File: src/assert_macros.svh
// Assertion macros shared by the scanner RTL.
`ifndef ASSERT_MACROS_SVH
`define ASSERT_MACROS_SVH
`ifndef ASSERT_OFF
`define ASSERT_IMPLY(label, clk, rst_n, cond, prop) \
	label: assert property (@(posedge clk) disable iff (!rst_n) (cond) |-> (prop)) \
		else $error("assertion failed");
`define ASSERT_NEXT(label, clk, rst_n, cond, prop) \
	label: assert property (@(posedge clk) disable iff (!rst_n) (cond) |=> (prop)) \
		else $error("assertion failed");
`else
`define ASSERT_IMPLY(label, clk, rst_n, cond, prop)
`define ASSERT_NEXT(label, clk, rst_n, cond, prop)
`endif
`endif

File: src/tas_pkg.sv
// Types, constants and helper functions of the thick arc pixel scanner.
package tas_pkg;

	localparam int OFS_W      = 12;
	localparam int CX_W       = 11;
	localparam int RAD_W      = 10;
	localparam int ANG_IN_W   = 11;
	localparam int START_W    = 9;
	localparam int PIX_W      = 13;
	localparam int IDX_W      = 3;
	localparam int DATA_W     = 11;
	localparam int MAG_W      = 11;
	localparam int PRESHIFT   = 24;
	localparam int XY_W       = MAG_W + PRESHIFT + 2;
	localparam int Z_W        = 25;
	localparam int ATAN_W     = 22;
	localparam int ATAN_IDX_W = 5;
	localparam int MUL_W      = 13;
	localparam int SQ_W       = 24;
	localparam int QUEUE_DEPTH = 2;
	localparam int Q_PTR_W    = $clog2(QUEUE_DEPTH);
	localparam int Q_CNT_W    = $clog2(QUEUE_DEPTH + 1);

	typedef enum logic [IDX_W-1:0] {
		REG_CENTER_X       = 3'd0,
		REG_CENTER_Y       = 3'd1,
		REG_RING_RADIUS    = 3'd2,
		REG_RING_THICKNESS = 3'd3,
		REG_START_ANGLE    = 3'd4,
		REG_SWEEP_ANGLE    = 3'd5
	} reg_idx_t;

	typedef struct packed {
		logic [CX_W-1:0]            center_x;
		logic [CX_W-1:0]            center_y;
		logic [RAD_W-1:0]           radius;
		logic [RAD_W-1:0]           thickness;
		logic [START_W-1:0]         start_mod;
		logic signed [ANG_IN_W-1:0] sweep;
		logic                       degen;
	} cfg_t;

	typedef struct packed {
		logic signed [OFS_W-1:0] dx;
		logic signed [OFS_W-1:0] dy;
		logic                    last;
		logic                    degen;
	} item_t;

	function automatic logic [ATAN_W-1:0] atan_q16(input logic [ATAN_IDX_W-1:0] idx);
		logic [ATAN_W-1:0] v;
		unique case (idx)
			5'd0:  v = 22'd2949120;
			5'd1:  v = 22'd1740967;
			5'd2:  v = 22'd919879;
			5'd3:  v = 22'd466945;
			5'd4:  v = 22'd234378;
			5'd5:  v = 22'd117304;
			5'd6:  v = 22'd58666;
			5'd7:  v = 22'd29335;
			5'd8:  v = 22'd14668;
			5'd9:  v = 22'd7334;
			5'd10: v = 22'd3667;
			5'd11: v = 22'd1833;
			5'd12: v = 22'd917;
			5'd13: v = 22'd458;
			5'd14: v = 22'd229;
			5'd15: v = 22'd115;
			5'd16: v = 22'd57;
			5'd17: v = 22'd29;
			5'd18: v = 22'd14;
			5'd19: v = 22'd7;
			5'd20: v = 22'd4;
			5'd21: v = 22'd2;
			5'd22: v = 22'd1;
			default: v = '0;
		endcase
		return v;
	endfunction

	// reduce a signed degree value into 0..359
	function automatic logic [START_W-1:0] start_mod(input logic [ANG_IN_W-1:0] s);
		logic [11:0] v;
		v = {s[ANG_IN_W-1], s} + 12'd1080;
		for (int k = 0; k < 5; k++) begin
			if (v >= 12'd360) begin
				v = v - 12'd360;
			end
		end
		return v[START_W-1:0];
	endfunction

endpackage

File: src/tas_front.sv
// Front end: takes tick requests, walks the scan square and queues offsets.
`include "assert_macros.svh"
module tas_front (
	input  logic          clk,
	input  logic          arst_n,
	input  logic          in_valid,
	output logic          in_ready,
	input  logic          advance,
	input  tas_pkg::cfg_t cfg,
	input  logic          restart,
	input  logic          q_full,
	output logic          push,
	output tas_pkg::item_t push_item
);

	logic [tas_pkg::RAD_W:0]          half;
	logic signed [tas_pkg::OFS_W-1:0] reach;
	logic signed [tas_pkg::OFS_W-1:0] neg_reach;
	logic signed [tas_pkg::OFS_W-1:0] col_q;
	logic signed [tas_pkg::OFS_W-1:0] row_q;
	logic                             restart_q;
	logic signed [tas_pkg::OFS_W-1:0] cur_dx;
	logic signed [tas_pkg::OFS_W-1:0] cur_dy;
	logic                             cur_last;

	assign half = ({1'b0, cfg.thickness} + (tas_pkg::RAD_W + 1)'(1)) >> 1;
	assign reach = tas_pkg::OFS_W'(cfg.radius) + tas_pkg::OFS_W'(half)
		+ tas_pkg::OFS_W'(1);
	assign neg_reach = -reach;

	assign in_ready = !q_full;
	assign push     = in_valid && in_ready && advance;

	assign cur_dx   = restart_q ? neg_reach : col_q;
	assign cur_dy   = restart_q ? neg_reach : row_q;
	assign cur_last = (cur_dx == reach) && (cur_dy == reach);

	always_comb begin
		if (cfg.degen) begin
			push_item.dx    = '0;
			push_item.dy    = '0;
			push_item.last  = 1'b1;
			push_item.degen = 1'b1;
		end else begin
			push_item.dx    = cur_dx;
			push_item.dy    = cur_dy;
			push_item.last  = cur_last;
			push_item.degen = 1'b0;
		end
	end

	always_ff @(posedge clk or negedge arst_n) begin
		if (!arst_n) begin
			restart_q <= 1'b1;
			col_q     <= '0;
			row_q     <= '0;
		end else if (restart) begin
			restart_q <= 1'b1;
		end else if (push && !cfg.degen) begin
			priority if (cur_last) begin
				restart_q <= 1'b1;
			end else if (cur_dx == reach) begin
				restart_q <= 1'b0;
				col_q     <= neg_reach;
				row_q     <= tas_pkg::OFS_W'(cur_dy + 12'sd1);
			end else begin
				restart_q <= 1'b0;
				col_q     <= tas_pkg::OFS_W'(cur_dx + 12'sd1);
				row_q     <= cur_dy;
			end
		end
	end

	`ASSERT_IMPLY(a_front_in_reach, clk, arst_n, push && !cfg.degen,
		(cur_dx >= neg_reach) && (cur_dx <= reach) && (cur_dy >= neg_reach) && (cur_dy <= reach))

endmodule

File: src/tas_queue.sv
// Short request queue between the scan front end and the pixel test engine.
`include "assert_macros.svh"
module tas_queue (
	input  logic           clk,
	input  logic           arst_n,
	input  logic           push,
	input  tas_pkg::item_t push_item,
	input  logic           pop,
	output tas_pkg::item_t pop_item,
	output logic           full,
	output logic           empty
);

	tas_pkg::item_t                mem [tas_pkg::QUEUE_DEPTH];
	logic [tas_pkg::Q_PTR_W-1:0]   wr_ptr_q;
	logic [tas_pkg::Q_PTR_W-1:0]   rd_ptr_q;
	logic [tas_pkg::Q_CNT_W-1:0]   count_q;

	assign full     = (count_q == tas_pkg::Q_CNT_W'(tas_pkg::QUEUE_DEPTH));
	assign empty    = (count_q == '0);
	assign pop_item = mem[rd_ptr_q];

	always_ff @(posedge clk) begin
		if (push) begin
			mem[wr_ptr_q] <= push_item;
		end
	end

	always_ff @(posedge clk or negedge arst_n) begin
		if (!arst_n) begin
			wr_ptr_q <= '0;
			rd_ptr_q <= '0;
			count_q  <= '0;
		end else begin
			if (push) begin
				wr_ptr_q <= (wr_ptr_q == tas_pkg::Q_PTR_W'(tas_pkg::QUEUE_DEPTH - 1))
					? '0 : wr_ptr_q + tas_pkg::Q_PTR_W'(1);
			end
			if (pop) begin
				rd_ptr_q <= (rd_ptr_q == tas_pkg::Q_PTR_W'(tas_pkg::QUEUE_DEPTH - 1))
					? '0 : rd_ptr_q + tas_pkg::Q_PTR_W'(1);
			end
			if (push && !pop) begin
				count_q <= count_q + tas_pkg::Q_CNT_W'(1);
			end else if (pop && !push) begin
				count_q <= count_q - tas_pkg::Q_CNT_W'(1);
			end
		end
	end

	`ASSERT_IMPLY(a_queue_no_overflow, clk, arst_n, push, !full || pop)

endmodule

File: src/tas_back.sv
// Pixel test engine: ring band check, iterative CORDIC angle, sweep check.
`include "assert_macros.svh"
module tas_back #(
	parameter int ANGLE_FRAC_BITS = 8,
	parameter int CORDIC_STEPS    = 16
) (
	input  logic                              clk,
	input  logic                              arst_n,
	input  tas_pkg::cfg_t                     cfg,
	input  logic                              q_empty,
	output logic                              pop,
	input  tas_pkg::item_t                    pop_item,
	output logic                              out_valid,
	input  logic                              out_ready,
	output logic signed [tas_pkg::PIX_W-1:0]  pixel_x,
	output logic signed [tas_pkg::PIX_W-1:0]  pixel_y,
	output logic                              hit,
	output logic                              last
);

	localparam int ANG_W  = ANGLE_FRAC_BITS + 12;
	localparam int STEP_W = $clog2(CORDIC_STEPS);
	localparam int ZSH    = 16 - ANGLE_FRAC_BITS;
	localparam logic [STEP_W-1:0] LAST_STEP = STEP_W'(CORDIC_STEPS - 1);
	localparam logic signed [tas_pkg::Z_W-1:0] RND =
		tas_pkg::Z_W'(1 << (15 - ANGLE_FRAC_BITS));
	localparam logic signed [tas_pkg::Z_W-1:0] DEG45_Z =
		tas_pkg::Z_W'(45 << ANGLE_FRAC_BITS);
	localparam logic signed [ANG_W-1:0] DEG45  = ANG_W'(45 << ANGLE_FRAC_BITS);
	localparam logic signed [ANG_W-1:0] DEG90  = ANG_W'(90 << ANGLE_FRAC_BITS);
	localparam logic signed [ANG_W-1:0] DEG180 = ANG_W'(180 << ANGLE_FRAC_BITS);
	localparam logic signed [ANG_W-1:0] DEG360 = ANG_W'(360 << ANGLE_FRAC_BITS);

	typedef enum logic [4:0] {
		ST_IDLE = 5'b00001,
		ST_RUN  = 5'b00010,
		ST_ANG  = 5'b00100,
		ST_UNF  = 5'b01000,
		ST_OUT  = 5'b10000
	} state_t;

	state_t                               state_q;
	tas_pkg::item_t                       item_q;
	logic signed [tas_pkg::XY_W-1:0]      x_q;
	logic signed [tas_pkg::XY_W-1:0]      y_q;
	logic signed [tas_pkg::Z_W-1:0]       z_q;
	logic [STEP_W-1:0]                    step_q;
	logic                                 swp_q;
	logic                                 small_zero_q;
	logic                                 equal_q;
	logic                                 center_q;
	logic [tas_pkg::SQ_W-1:0]             d2_q;
	logic [tas_pkg::SQ_W-1:0]             in2sq_q;
	logic [tas_pkg::SQ_W-1:0]             out2sq_q;
	logic                                 band_ok_q;
	logic signed [ANG_W-1:0]              oct_q;
	logic signed [ANG_W-1:0]              angle_q;
	logic                                 out_valid_q;
	logic signed [tas_pkg::PIX_W-1:0]     pixel_x_q;
	logic signed [tas_pkg::PIX_W-1:0]     pixel_y_q;
	logic                                 hit_q;
	logic                                 last_q;

	logic signed [tas_pkg::OFS_W-1:0]     ndx;
	logic signed [tas_pkg::OFS_W-1:0]     ndy;
	logic [tas_pkg::MAG_W-1:0]            ax;
	logic [tas_pkg::MAG_W-1:0]            ay;
	logic                                 swp;
	logic [tas_pkg::MAG_W-1:0]            big;
	logic [tas_pkg::MAG_W-1:0]            small_mag;
	logic signed [tas_pkg::XY_W-1:0]      xs;
	logic signed [tas_pkg::XY_W-1:0]      ys;
	logic signed [tas_pkg::Z_W-1:0]       at_z;
	logic signed [tas_pkg::OFS_W-1:0]     in2;
	logic [tas_pkg::MUL_W-1:0]            out2;
	logic signed [tas_pkg::MUL_W-1:0]     mul_op;
	logic signed [2*tas_pkg::MUL_W-1:0]   prod;
	logic [tas_pkg::SQ_W-1:0]             sq;
	logic signed [tas_pkg::Z_W-1:0]       zr;
	logic signed [tas_pkg::Z_W-1:0]       zc;
	logic [tas_pkg::SQ_W+1:0]             d4;
	logic                                 miss_in;
	logic                                 miss_out;
	logic signed [ANG_W-1:0]              a1;
	logic signed [ANG_W-1:0]              a2;
	logic signed [ANG_W-1:0]              a3;
	logic signed [ANG_W-1:0]              start_deg;
	logic signed [ANG_W-1:0]              sweep_deg;
	logic signed [ANG_W-1:0]              off0;
	logic signed [ANG_W-1:0]              off;
	logic                                 sweep_ok;
	logic                                 slot_free;

	assign pop       = (state_q == ST_IDLE) && !q_empty;
	assign slot_free = !out_valid_q || out_ready;

	// fold the popped offset into the first octant
	assign ndx       = -pop_item.dx;
	assign ndy       = -pop_item.dy;
	assign ax        = pop_item.dx[tas_pkg::OFS_W-1] ? ndx[tas_pkg::MAG_W-1:0]
		: pop_item.dx[tas_pkg::MAG_W-1:0];
	assign ay        = pop_item.dy[tas_pkg::OFS_W-1] ? ndy[tas_pkg::MAG_W-1:0]
		: pop_item.dy[tas_pkg::MAG_W-1:0];
	assign swp       = ay > ax;
	assign big       = swp ? ay : ax;
	assign small_mag = swp ? ax : ay;

	// one vectoring CORDIC iteration
	assign xs   = x_q >>> step_q;
	assign ys   = y_q >>> step_q;
	assign at_z = $signed({{(tas_pkg::Z_W - tas_pkg::ATAN_W){1'b0}},
		tas_pkg::atan_q16(tas_pkg::ATAN_IDX_W'(step_q))});

	// shared squarer for the band test
	assign in2  = $signed({1'b0, cfg.radius, 1'b0}) - $signed({2'b0, cfg.thickness});
	assign out2 = {2'b0, cfg.radius, 1'b0} + {3'b0, cfg.thickness};

	always_comb begin
		if (step_q == STEP_W'(0)) begin
			mul_op = {item_q.dx[tas_pkg::OFS_W-1], item_q.dx};
		end else if (step_q == STEP_W'(1)) begin
			mul_op = {item_q.dy[tas_pkg::OFS_W-1], item_q.dy};
		end else if (step_q == STEP_W'(2)) begin
			mul_op = {in2[tas_pkg::OFS_W-1], in2};
		end else begin
			mul_op = $signed(out2);
		end
	end

	assign prod = mul_op * mul_op;
	assign sq   = prod[tas_pkg::SQ_W-1:0];

	// round and clamp the octant angle
	assign zr = (z_q + RND) >>> ZSH;
	always_comb begin
		if (zr[tas_pkg::Z_W-1]) begin
			zc = '0;
		end else if (zr > DEG45_Z) begin
			zc = DEG45_Z;
		end else begin
			zc = zr;
		end
	end

	assign d4       = {d2_q, 2'b00};
	assign miss_in  = !in2[tas_pkg::OFS_W-1] && (in2 != '0) && (d4 < {2'b00, in2sq_q});
	assign miss_out = d4 > {2'b00, out2sq_q};

	// unfold the octant angle to a full turn, clockwise with y down
	assign a1 = swp_q ? DEG90 - oct_q : oct_q;
	always_comb begin
		priority if (item_q.dx[tas_pkg::OFS_W-1] && !item_q.dy[tas_pkg::OFS_W-1]) begin
			a2 = DEG180 - a1;
		end else if (item_q.dx[tas_pkg::OFS_W-1]) begin
			a2 = DEG180 + a1;
		end else if (item_q.dy[tas_pkg::OFS_W-1]) begin
			a2 = DEG360 - a1;
		end else begin
			a2 = a1;
		end
	end
	assign a3 = (a2 >= DEG360) ? a2 - DEG360 : a2;

	// sweep window test
	assign start_deg = $signed({3'b000, cfg.start_mod, {ANGLE_FRAC_BITS{1'b0}}});
	assign sweep_deg = $signed({cfg.sweep[tas_pkg::ANG_IN_W-1], cfg.sweep,
		{ANGLE_FRAC_BITS{1'b0}}});
	assign off0      = angle_q - start_deg;
	assign off       = off0[ANG_W-1] ? off0 + DEG360 : off0;
	assign sweep_ok  = off <= sweep_deg;

	always_ff @(posedge clk or negedge arst_n) begin
		if (!arst_n) begin
			state_q     <= ST_IDLE;
			out_valid_q <= 1'b0;
		end else begin
			out_valid_q <= ((state_q == ST_OUT) && slot_free) || (out_valid_q && !out_ready);
			unique case (state_q)
				ST_IDLE: begin
					if (pop) begin
						state_q <= pop_item.degen ? ST_OUT : ST_RUN;
					end
				end
				ST_RUN: begin
					if (step_q == LAST_STEP) begin
						state_q <= ST_ANG;
					end
				end
				ST_ANG: state_q <= ST_UNF;
				ST_UNF: state_q <= ST_OUT;
				ST_OUT: begin
					if (slot_free) begin
						state_q <= ST_IDLE;
					end
				end
				default: state_q <= ST_IDLE;
			endcase
		end
	end

	always_ff @(posedge clk) begin
		if (pop) begin
			item_q       <= pop_item;
			x_q          <= $signed({2'b00, big, {tas_pkg::PRESHIFT{1'b0}}});
			y_q          <= $signed({2'b00, small_mag, {tas_pkg::PRESHIFT{1'b0}}});
			z_q          <= '0;
			step_q       <= '0;
			swp_q        <= swp;
			small_zero_q <= (small_mag == '0);
			equal_q      <= (small_mag == big);
			center_q     <= (big == '0);
		end
		if (state_q == ST_RUN) begin
			step_q <= step_q + STEP_W'(1);
			if (!y_q[tas_pkg::XY_W-1]) begin
				x_q <= x_q + ys;
				y_q <= y_q - xs;
				z_q <= z_q + at_z;
			end else begin
				x_q <= x_q - ys;
				y_q <= y_q + xs;
				z_q <= z_q - at_z;
			end
			if (step_q == STEP_W'(0)) begin
				d2_q <= sq;
			end else if (step_q == STEP_W'(1)) begin
				d2_q <= d2_q + sq;
			end else if (step_q == STEP_W'(2)) begin
				in2sq_q <= sq;
			end else if (step_q == STEP_W'(3)) begin
				out2sq_q <= sq;
			end
		end
		if (state_q == ST_ANG) begin
			band_ok_q <= !miss_in && !miss_out;
			if (small_zero_q) begin
				oct_q <= '0;
			end else if (equal_q) begin
				oct_q <= DEG45;
			end else begin
				oct_q <= zc[ANG_W-1:0];
			end
		end
		if (state_q == ST_UNF) begin
			angle_q <= a3;
		end
		if ((state_q == ST_OUT) && slot_free) begin
			pixel_x_q <= $signed({2'b00, cfg.center_x})
				+ $signed({item_q.dx[tas_pkg::OFS_W-1], item_q.dx});
			pixel_y_q <= $signed({2'b00, cfg.center_y})
				+ $signed({item_q.dy[tas_pkg::OFS_W-1], item_q.dy});
			hit_q     <= !item_q.degen && !center_q && band_ok_q && sweep_ok;
			last_q    <= item_q.last;
		end
	end

	assign out_valid = out_valid_q;
	assign pixel_x   = pixel_x_q;
	assign pixel_y   = pixel_y_q;
	assign hit       = hit_q;
	assign last      = last_q;

	`ASSERT_IMPLY(a_back_last_no_hit, clk, arst_n, out_valid_q && last_q, !hit_q)
	`ASSERT_NEXT(a_back_pop_starts, clk, arst_n, pop, (state_q == ST_RUN) || (state_q == ST_OUT))

endmodule

File: src/thick_arc_pixel_scanner_core.sv
// Top level of the thick arc pixel scanner: configuration registers and block wiring.
// Each accepted request with advance set yields one result: the next offset of the scan
// square around the centre, with a hit flag for ring band and sweep window and a last flag
// on the final corner. A degenerate arc gives the centre with last set on every tick.
// A two-entry request queue decouples the scan front end from the test engine; a
// non-degenerate pixel runs the single iterative CORDIC unit and then the angle,
// unfold and output steps, while a degenerate tick goes straight to the output step.
// The result register lets the engine start the next request while a result waits.
module thick_arc_pixel_scanner_core #(
	parameter int ANGLE_FRAC_BITS = 8,
	parameter int CORDIC_STEPS    = 16
) (
	input  logic                               clk,
	input  logic                               arst_n,
	input  logic                               cfg_write,
	input  logic [tas_pkg::IDX_W-1:0]          cfg_index,
	input  logic [tas_pkg::DATA_W-1:0]         cfg_data,
	input  logic                               in_valid,
	output logic                               in_ready,
	input  logic                               advance,
	output logic                               out_valid,
	input  logic                               out_ready,
	output logic signed [tas_pkg::PIX_W-1:0]   pixel_x,
	output logic signed [tas_pkg::PIX_W-1:0]   pixel_y,
	output logic                               hit,
	output logic                               last
);

	logic [tas_pkg::CX_W-1:0]            center_x_q;
	logic [tas_pkg::CX_W-1:0]            center_y_q;
	logic [tas_pkg::RAD_W-1:0]           radius_q;
	logic [tas_pkg::RAD_W-1:0]           thickness_q;
	logic [tas_pkg::START_W-1:0]         start_mod_q;
	logic signed [tas_pkg::ANG_IN_W-1:0] sweep_q;
	logic                                known_index;
	logic                                restart;
	tas_pkg::cfg_t                       cfg;
	logic                                q_full;
	logic                                q_empty;
	logic                                push;
	logic                                pop;
	tas_pkg::item_t                      push_item;
	tas_pkg::item_t                      pop_item;

	always_comb begin
		unique case (tas_pkg::reg_idx_t'(cfg_index))
			tas_pkg::REG_CENTER_X,
			tas_pkg::REG_CENTER_Y,
			tas_pkg::REG_RING_RADIUS,
			tas_pkg::REG_RING_THICKNESS,
			tas_pkg::REG_START_ANGLE,
			tas_pkg::REG_SWEEP_ANGLE: known_index = 1'b1;
			default:                  known_index = 1'b0;
		endcase
	end

	assign restart = cfg_write && known_index;

	always_ff @(posedge clk or negedge arst_n) begin
		if (!arst_n) begin
			center_x_q  <= '0;
			center_y_q  <= '0;
			radius_q    <= '0;
			thickness_q <= '0;
			start_mod_q <= '0;
			sweep_q     <= '0;
		end else if (cfg_write) begin
			unique case (tas_pkg::reg_idx_t'(cfg_index))
				tas_pkg::REG_CENTER_X:       center_x_q  <= cfg_data;
				tas_pkg::REG_CENTER_Y:       center_y_q  <= cfg_data;
				tas_pkg::REG_RING_RADIUS:    radius_q    <= cfg_data[tas_pkg::RAD_W-1:0];
				tas_pkg::REG_RING_THICKNESS: thickness_q <= cfg_data[tas_pkg::RAD_W-1:0];
				tas_pkg::REG_START_ANGLE:    start_mod_q <= tas_pkg::start_mod(cfg_data);
				tas_pkg::REG_SWEEP_ANGLE:    sweep_q     <= cfg_data;
				default: ;
			endcase
		end
	end

	assign cfg.center_x  = center_x_q;
	assign cfg.center_y  = center_y_q;
	assign cfg.radius    = radius_q;
	assign cfg.thickness = thickness_q;
	assign cfg.start_mod = start_mod_q;
	assign cfg.sweep     = sweep_q;
	assign cfg.degen     = (sweep_q <= 0) || (radius_q == '0) || (thickness_q == '0);

	tas_front u_front (
		.clk       (clk),
		.arst_n    (arst_n),
		.in_valid  (in_valid),
		.in_ready  (in_ready),
		.advance   (advance),
		.cfg       (cfg),
		.restart   (restart),
		.q_full    (q_full),
		.push      (push),
		.push_item (push_item)
	);

	tas_queue u_queue (
		.clk       (clk),
		.arst_n    (arst_n),
		.push      (push),
		.push_item (push_item),
		.pop       (pop),
		.pop_item  (pop_item),
		.full      (q_full),
		.empty     (q_empty)
	);

	tas_back #(
		.ANGLE_FRAC_BITS (ANGLE_FRAC_BITS),
		.CORDIC_STEPS    (CORDIC_STEPS)
	) u_back (
		.clk       (clk),
		.arst_n    (arst_n),
		.cfg       (cfg),
		.q_empty   (q_empty),
		.pop       (pop),
		.pop_item  (pop_item),
		.out_valid (out_valid),
		.out_ready (out_ready),
		.pixel_x   (pixel_x),
		.pixel_y   (pixel_y),
		.hit       (hit),
		.last      (last)
	);

endmodule

File: config.mk
export PLATFORM = sky130hd
export DESIGN_NAME = thick_arc_pixel_scanner_core
export DESIGN_NICKNAME = d
export VERILOG_FILES = /design/src/tas_pkg.sv /design/src/tas_front.sv /design/src/tas_queue.sv /design/src/tas_back.sv /design/src/thick_arc_pixel_scanner_core.sv
export VERILOG_INCLUDE_DIRS = /design/src /design/src/src
export SDC_FILE = /design/constraint.sdc
export NUM_CORES = 2
export LEC_CHECK = 0
export ABC_AREA = 1
export BUFFER_PORTS_ARGS = -buffer_cell sky130_fd_sc_hd__buf_2
export CORE_MARGIN = 8
export CORE_UTILIZATION = 66
export DETAILED_ROUTE_END_ITERATION = 7
export PLACE_DENSITY_LB_ADDON = 0.2
export SLEW_MARGIN = 20
export SYNTH_ARGS = -nofsm -noshare
export SYNTH_HDL_FRONTEND = slang
export SYNTH_SLANG_ARGS = --single-unit
File: constraint.sdc
create_clock -name clk -period 14.1 [get_ports clk]
set_input_delay 0.705 -clock clk [delete_from_list [all_inputs] [get_ports clk]]
set_output_delay 0.705 -clock clk [all_outputs]
set_load 0.005 [all_outputs]
Word level (Yosys, flattened, before mapping)
Memories as Yosys holds them, arrays and structs flattened. A register that Yosys moved wholly into a read port is not among the register bits.
Cells that the tools add are included.
{"block": "word_totals", "rom_bits": 352, "mem_count": 2, "out_inout_bits": 30, "ff_bits": 371, "in_bits": 20, "mem_bits_rw": 52}
{"memory": "(no name shown)", "depth": 16, "word_bits": 22, "read_ports": 1, "rd_clocked_by_memory_dff": 1, "write_ports": 0, "line_no": "tas_pkg.sv:52", "text": "unique case (idx)"}
{"memory": "u_queue.mem", "depth": 2, "word_bits": 26, "read_ports": 1, "rd_clocked_by_memory_dff": 0, "write_ports": 1, "line_no": "tas_queue.sv:14", "text": "tas_pkg::item_t mem [tas_pkg::QUEUE_DEPTH];"}
{"block": "op_classes", "n_eq_ne": 21, "n_mux": 63, "n_shift": 2, "bitwise": 5, "reduce_logical": 60, "order_cmp": 12, "mul": 1, "n_addsub": 38}
{"op": "$mux W37", "count": 6}
{"op": "$mux W12", "count": 16}
{"op": "$mux W20", "count": 6}
{"op": "$mux W25", "count": 3}
{"op": "$add A37 B37 Y37", "count": 2}
{"op": "$sshr A37 B4 Y37", "count": 2}
{"op": "$sub A37 B37 Y37", "count": 2}
{"op": "$ge A12 B9 Y1 const B", "count": 5}
{"op": "$mux W24", "count": 2}
{"op": "$sub A12 B9 Y12 const B", "count": 4}
{"op": "$mux W11", "count": 4}
{"op": "$mux W14", "count": 3}
{"op": "$mux W13", "count": 3}
{"op": "$add A12 B12 Y13", "count": 2}
{"op": "$gt A26 B24 Y1", "count": 1}
{"op": "$lt A26 B24 Y1", "count": 1}
{"op": "$mux W26", "count": 1}
{"op": "$add A25 B23 Y25", "count": 1}
{"op": "$add A25 B9 Y25 const B", "count": 1}
{"op": "$pmux W5 S5", "count": 1}
{"op": "$sub A25 B23 Y25", "count": 1}
{"op": "$add A12 B2 Y12 const B", "count": 2}
{"op": "$add A24 B24 Y24", "count": 1}
{"op": "$eq A12 B12 Y1", "count": 2}
{"op": "other kinds (64)", "count": 130}

Logic depth before layout (Yosys ltp)
{"block": "logic_depth", "depth_word": 19, "ltp_mapped": 59}

Cells and area by module
From an unflattened synthesis, not the netlist that was laid out.
{"block": "unflattened", "hier_cells": 5896, "area_unflattened_um2": 44197.4}
{"mod": "tas_back", "cells_each": 4591, "area_per_inst_um2": 34360.5, "n_inst": 1, "seq_area_each_um2": 8639.5}
{"mod": "thick_arc_pixel_scanner_core", "cells_each": 523, "area_per_inst_um2": 3858.7, "n_inst": 1, "seq_area_each_um2": 1551.5}
{"mod": "tas_front", "cells_each": 676, "area_per_inst_um2": 3794.9, "n_inst": 1, "seq_area_each_um2": 626.9}
{"mod": "tas_queue", "cells_each": 106, "area_per_inst_um2": 2183.3, "n_inst": 1, "seq_area_each_um2": 1661.6}

Least setup slack after synthesis
Ideal clock, no wire load.
{"block": "synth_timing", "path_type": "register to register", "start": "register u_back.step_q[1]", "end": "register u_back.d2_q[23] in the netlist's numbering (data pin)", "n_path_buf": 6, "setup_slack_ns": 4.143, "synth_period_minus_slack_ns": 9.957, "stages_incl_launch_ff": 50, "t_arrival_ns": 9.693, "path_cell_list": "edfxtp_1 > inv_1 > buf_2 > buf_2 > buf_2 > buf_1 > buf_2 > ha_1 > inv_1 > nor2_1 > clkinv_1 > clkbuf_1 > o21ai_1 > inv_1 > nor2_1 > inv_1 > fa_1 > inv_1 > [... 14 more ...] > nand3_1 > nand2_1 > nand3_1 > nand2_1 > a21oi_1 > o21ai_0 > a21oi_1 > o21ai_0 > xor2_1 > inv_1 > ha_1 > nand2_1 > inv_1 > o21a_1 > o21ai_0 > nand2_1 > nor2_1 > xor2_1"}
{"block": "synth_via", "elab_chain_len": 8, "elab_cells_between_ends": 10, "cone_classes": "add/sub: 1; mul: 1; eq/ne: 2; mux: 5; reduce/logical: 1"}
{"item": "from (decl)", "line_no": "tas_back.sv:47", "text": "logic [STEP_W-1:0] step_q;"}
{"item": "from (signal assigned)", "line_no": "tas_back.sv:214", "text": "step_q <= step_q + STEP_W'(1);"}
{"item": "$eq A4 B2 Y1", "line_no": "tas_back.sv:123", "text": "end else if (step_q == STEP_W'(2)) begin"}
{"item": "$mux W13", "line_no": "tas_back.sv:123"}
{"item": "$mux W13", "line_no": "tas_back.sv:121", "text": "end else if (step_q == STEP_W'(1)) begin"}
{"item": "$mux W13 (*)", "line_no": "tas_back.sv:119", "text": "if (step_q == STEP_W'(0)) begin"}
{"item": "$mul A13 B13 Y24 (*)", "line_no": "tas_back.sv:130", "text": "assign prod = mul_op * mul_op;"}
{"item": "named net u_back.prod (one bit)", "line_no": "tas_back.sv:77", "text": "logic signed [2*tas_pkg::MUL_W-1:0] prod;"}
{"item": "$add A24 B24 Y24 (*)", "line_no": "tas_back.sv:227", "text": "d2_q <= d2_q + sq;"}
{"item": "$mux W24 (*)", "line_no": "tas_back.sv:226", "text": "end else if (step_q == STEP_W'(1)) begin"}
{"item": "$mux W24 (*)", "line_no": "tas_back.sv:224", "text": "if (step_q == STEP_W'(0)) begin"}
{"item": "to (signal assigned)", "line_no": "tas_back.sv:225", "text": "d2_q <= sq;"}
{"item": "to (signal assigned)", "line_no": "tas_back.sv:227"}
{"item": "to (decl)", "line_no": "tas_back.sv:52", "text": "logic [tas_pkg::SQ_W-1:0] d2_q;"}
Mark *: on every way through the listed nets, which the timed path passes. The rest lies on a longest branch. The select of a mux whose other input is x is not followed.
A chain may end at the register's enable or synchronous reset.

Worst setup path in the final report
{"block": "layout_timing", "start": "register u_back.step_q[1]", "end": "register u_back.d2_q[22] in the netlist's numbering (data pin)"}
The elaborated chain is that of the path after synthesis.

==> flow_summary.yaml <==
finish:
  final_common_cell: "nand2_1"
  seqCellArea_mm2: 0.01248
  fin_area_mm2: 0.04366
  fill_cells: 5025
  area_delta_synth_final_pct: 7.013
  drive_gt1_share_pct: 5.886
  post-route-util_pct: 71.15
  layout_common_cells: "nand2_1 (1,058), inv_1 (811), o21ai_0 (512)"
  fin_cells: 6091
  fin_nets: 5773
  multi_input_area_mm2: 0.02476
  antenna_cells: 0
synthesis:
  synthXorXnorAreaFrac_pct: 7.163
  synth_cells: 5249
  synth_compound_area_share_pct: 14.50
  synth-simple-area-share_pct: 19.65
  synth_fa_ha_area_share_pct: 17.85
  syn_area_per_cell_um2: 7.773
  ys_types: 72
  synth_top_family_by_area: "simple AND/OR/NAND/NOR gates"
  ys_ff_latch: 439
  synthFlopType: "edfxtp_1"
  async_flop_share_pct: 22.10
  ys_seq_area_share_pct: 30.59
  synthMuxAreaShare_pct: 1.349
  synth_area_mm2: 0.04080
  synth_edf_count: 320
  yosysWarnings: 0
worst_setup_path:
  critPathKind: "register to register"
  cp_common_cell: "nand2_1"
  worstPathArrival_ns: 11.56
  reg2regPathDepth: 46
  critPathMaxFanout: 53
  max_stage_delay_ns: 0.63
  critPathCaptureType: "register"
  critPathSlowestCell: "a21oi_1"
  start_kind: "register"
  worstPathRequired_ns: 14.45
job:
  drv_cap: 0
global_route:
  grt.total_usage_pct: 29.68
  grt_max_degree: 86
  antenna_found_initial: 0
  grt_pass1_wl_mm: 170.6
  grt_overflow: 0
  grt_pass1_vias: 33628
route:
  vias_per_cell: 5.765
  antenna_left: 0
  post_drt_wl_per_cell_um: 17.45
  drt_iter0_drc: 2832
  dr.pass1.iters: 6
  wl_mm: 106.3
  drcViolationCount: 0
  vias: 35112
floorplan:
  die_height_um: 264.6
  core-area_mm2: 0.06137
  die-area_mm2: 0.07003
  row_count: 91
  io_pins: 50
  initial_core_util_pct: 66.48
  die_x_um: 264.6
place:
  dpl_cell_area_mm2: 0.04183
  gp_congestion: 0.9928
  hpwl_mm: 82.15
  dp.cells: 5995
  io_buffers: 49
clocking:
  htree_levels: 2
  worstSkewPairLatency_ns: 0.63
  tritoncts: "done"
  clock_path_buffers: 3
  ctsRootBufferMaster: "clkbuf_16"
  cts_hold_repair.buffers: 0
  postCtsSetupRepairBufs: 0
  path_clk_slew_ns: 0.07
  cts_buffers: 51
  ctsResizeCount: 0
  numClockSinks: 439
timing:
  finalMaxSlewViolations: 0
  fin_setup_tns_ns: 0
  relSlewSlack_pct: 23.93
  fmax_mhz: 89.20
  final_hold_viol_count: 0
  worst_slew_pin_slew_ns: 1.133
  grt_setup_unrepaired: "no"
  skew_ns: 0.02044
  fin_crit_sh_pct: 79.51
  min_period_ns: 11.21
  setup_viol: 0
worst_hold_path:
  hold_path.class: "input port to asynchronous set/reset pin"
outcome:
  status: "completed"
==> Yosys cell counts (22+ instances only) <==
library cell / count / area (µm²)
a21oi_1: 350 / 1752
nand4_1: 44 / 275.3
o211ai_1: 30 / 225.2
inv_1: 814 / 3055
nor3_1: 67 / 335.3
fa_1: 145 / 2903
nand3_1: 180 / 900.9
nand2_2: 30 / 187.7
nand2_1: 1058 / 3971
dfrtp_1: 95 / 2377
xnor2_1: 88 / 770.7
clkbuf_1: 94 / 352.8
dfxtp_1: 22 / 440.4
xor2_1: 242 / 2120
o21ai_1: 28 / 140.1
mux2i_1: 55 / 550.5
edfxtp_1: 320 / 9609
nor2_1: 385 / 1445
o21a_1: 34 / 255.2
or2_2: 48 / 300.3
ha_1: 350 / 4379
o21ai_0: 512 / 2562
==> critical path: cells and delay by family (launching register included) <==
kind | cells | cell delay (ns)
XOR/XNOR | 2 | 0.46
buffers and inverters | 10 | 2.34
AO/OA/AOI/OAI | 11 | 2.25
adder cells (fa/ha/maj) | 9 | 3.79
AND/OR/NAND/NOR | 14 | 1.64
flip-flops | 1 | 0.36
==> routing by layer <==
| metal | vias to the layer above | routed length, µm | track usage (%) |
|---|---|---|---|
| met3 | 290 | 5987 | 3.225 |
| met1 | 16321 | 43880 | 37.37 |
| met5 | - | 0 | 0 |
| met4 | 0 | 4939 | 12.87 |
| met2 | 1176 | 51460 | 51.56 |
| li1 | 17325 | - | - |
==> registers in the layout, indices dropped and copies added, names as in the netlist, 16 cells and up <==
name and flops:
u_back.out2sq_q 23, u_back.at_z 22, u_queue.mem 52, u_back.item_q 26, u_back.x_q 37, u_back.z_q 25, u_back.oct_q 16, u_back.y_q 37
u_back.angle_q 20, u_back.in2sq_q 23, u_back.d2_q 24
==> cell type report <==
cell class / count / share of cell area [%]
tap: 790 / 2.264
sequential: 439 / 28.58
clock buffer: 66 / 3.507
multi-input combinational: 3851 / 56.71
inverter: 839 / 7.224
clock inverter: 30 / 0.6849
timing repair buffer: 76 / 1.032
==> stage by stage <==
step	hold WS (ns)	setup WS [ns]
after floorplan	0.4003	4.143
after global placement	0.4023	3.260
after detailed placement	0.4109	3.077
after CTS	0.009915	2.998
after global routing	0.04916	2.087
final	0.02266	2.889
==> kinds of logic after synthesis <==
family                     Yosys count
muxes                               55
and+or+nand+nor                   1885
DFF                                439
adders and majority gates          495
AOI/OAI and AO/OA                 1082
buffers and inverters              960
other                                1
xor gates and xnor gates           332
==> path summary, 6_finish.rpt <==
kind,slack (ns),to,startpoint
min in group clk,0.42,u_back.last$_DFFE_PP_,u_back.item_q[1]$_DFFE_PP_
hold reg to reg,0.42,u_back.last$_DFFE_PP_,u_back.item_q[1]$_DFFE_PP_
hold / removal,0.02,u_front.col_q[4]$_DFFE_PN0P_,arst_n
max in group asynchronous,12.81,start_mod_q[0]$_DFFE_PN0P_,arst_n
setup reg to reg,2.89,u_back.d2_q[22]$_DFFE_PP_,u_back.step_q[1]$_DFFE_PN_
setup / recovery,2.89,u_back.d2_q[22]$_DFFE_PP_,u_back.step_q[1]$_DFFE_PN_
Power is not shown: default switching activity piles up to over one toggle a cycle in this logic, so the estimate is an artifact.
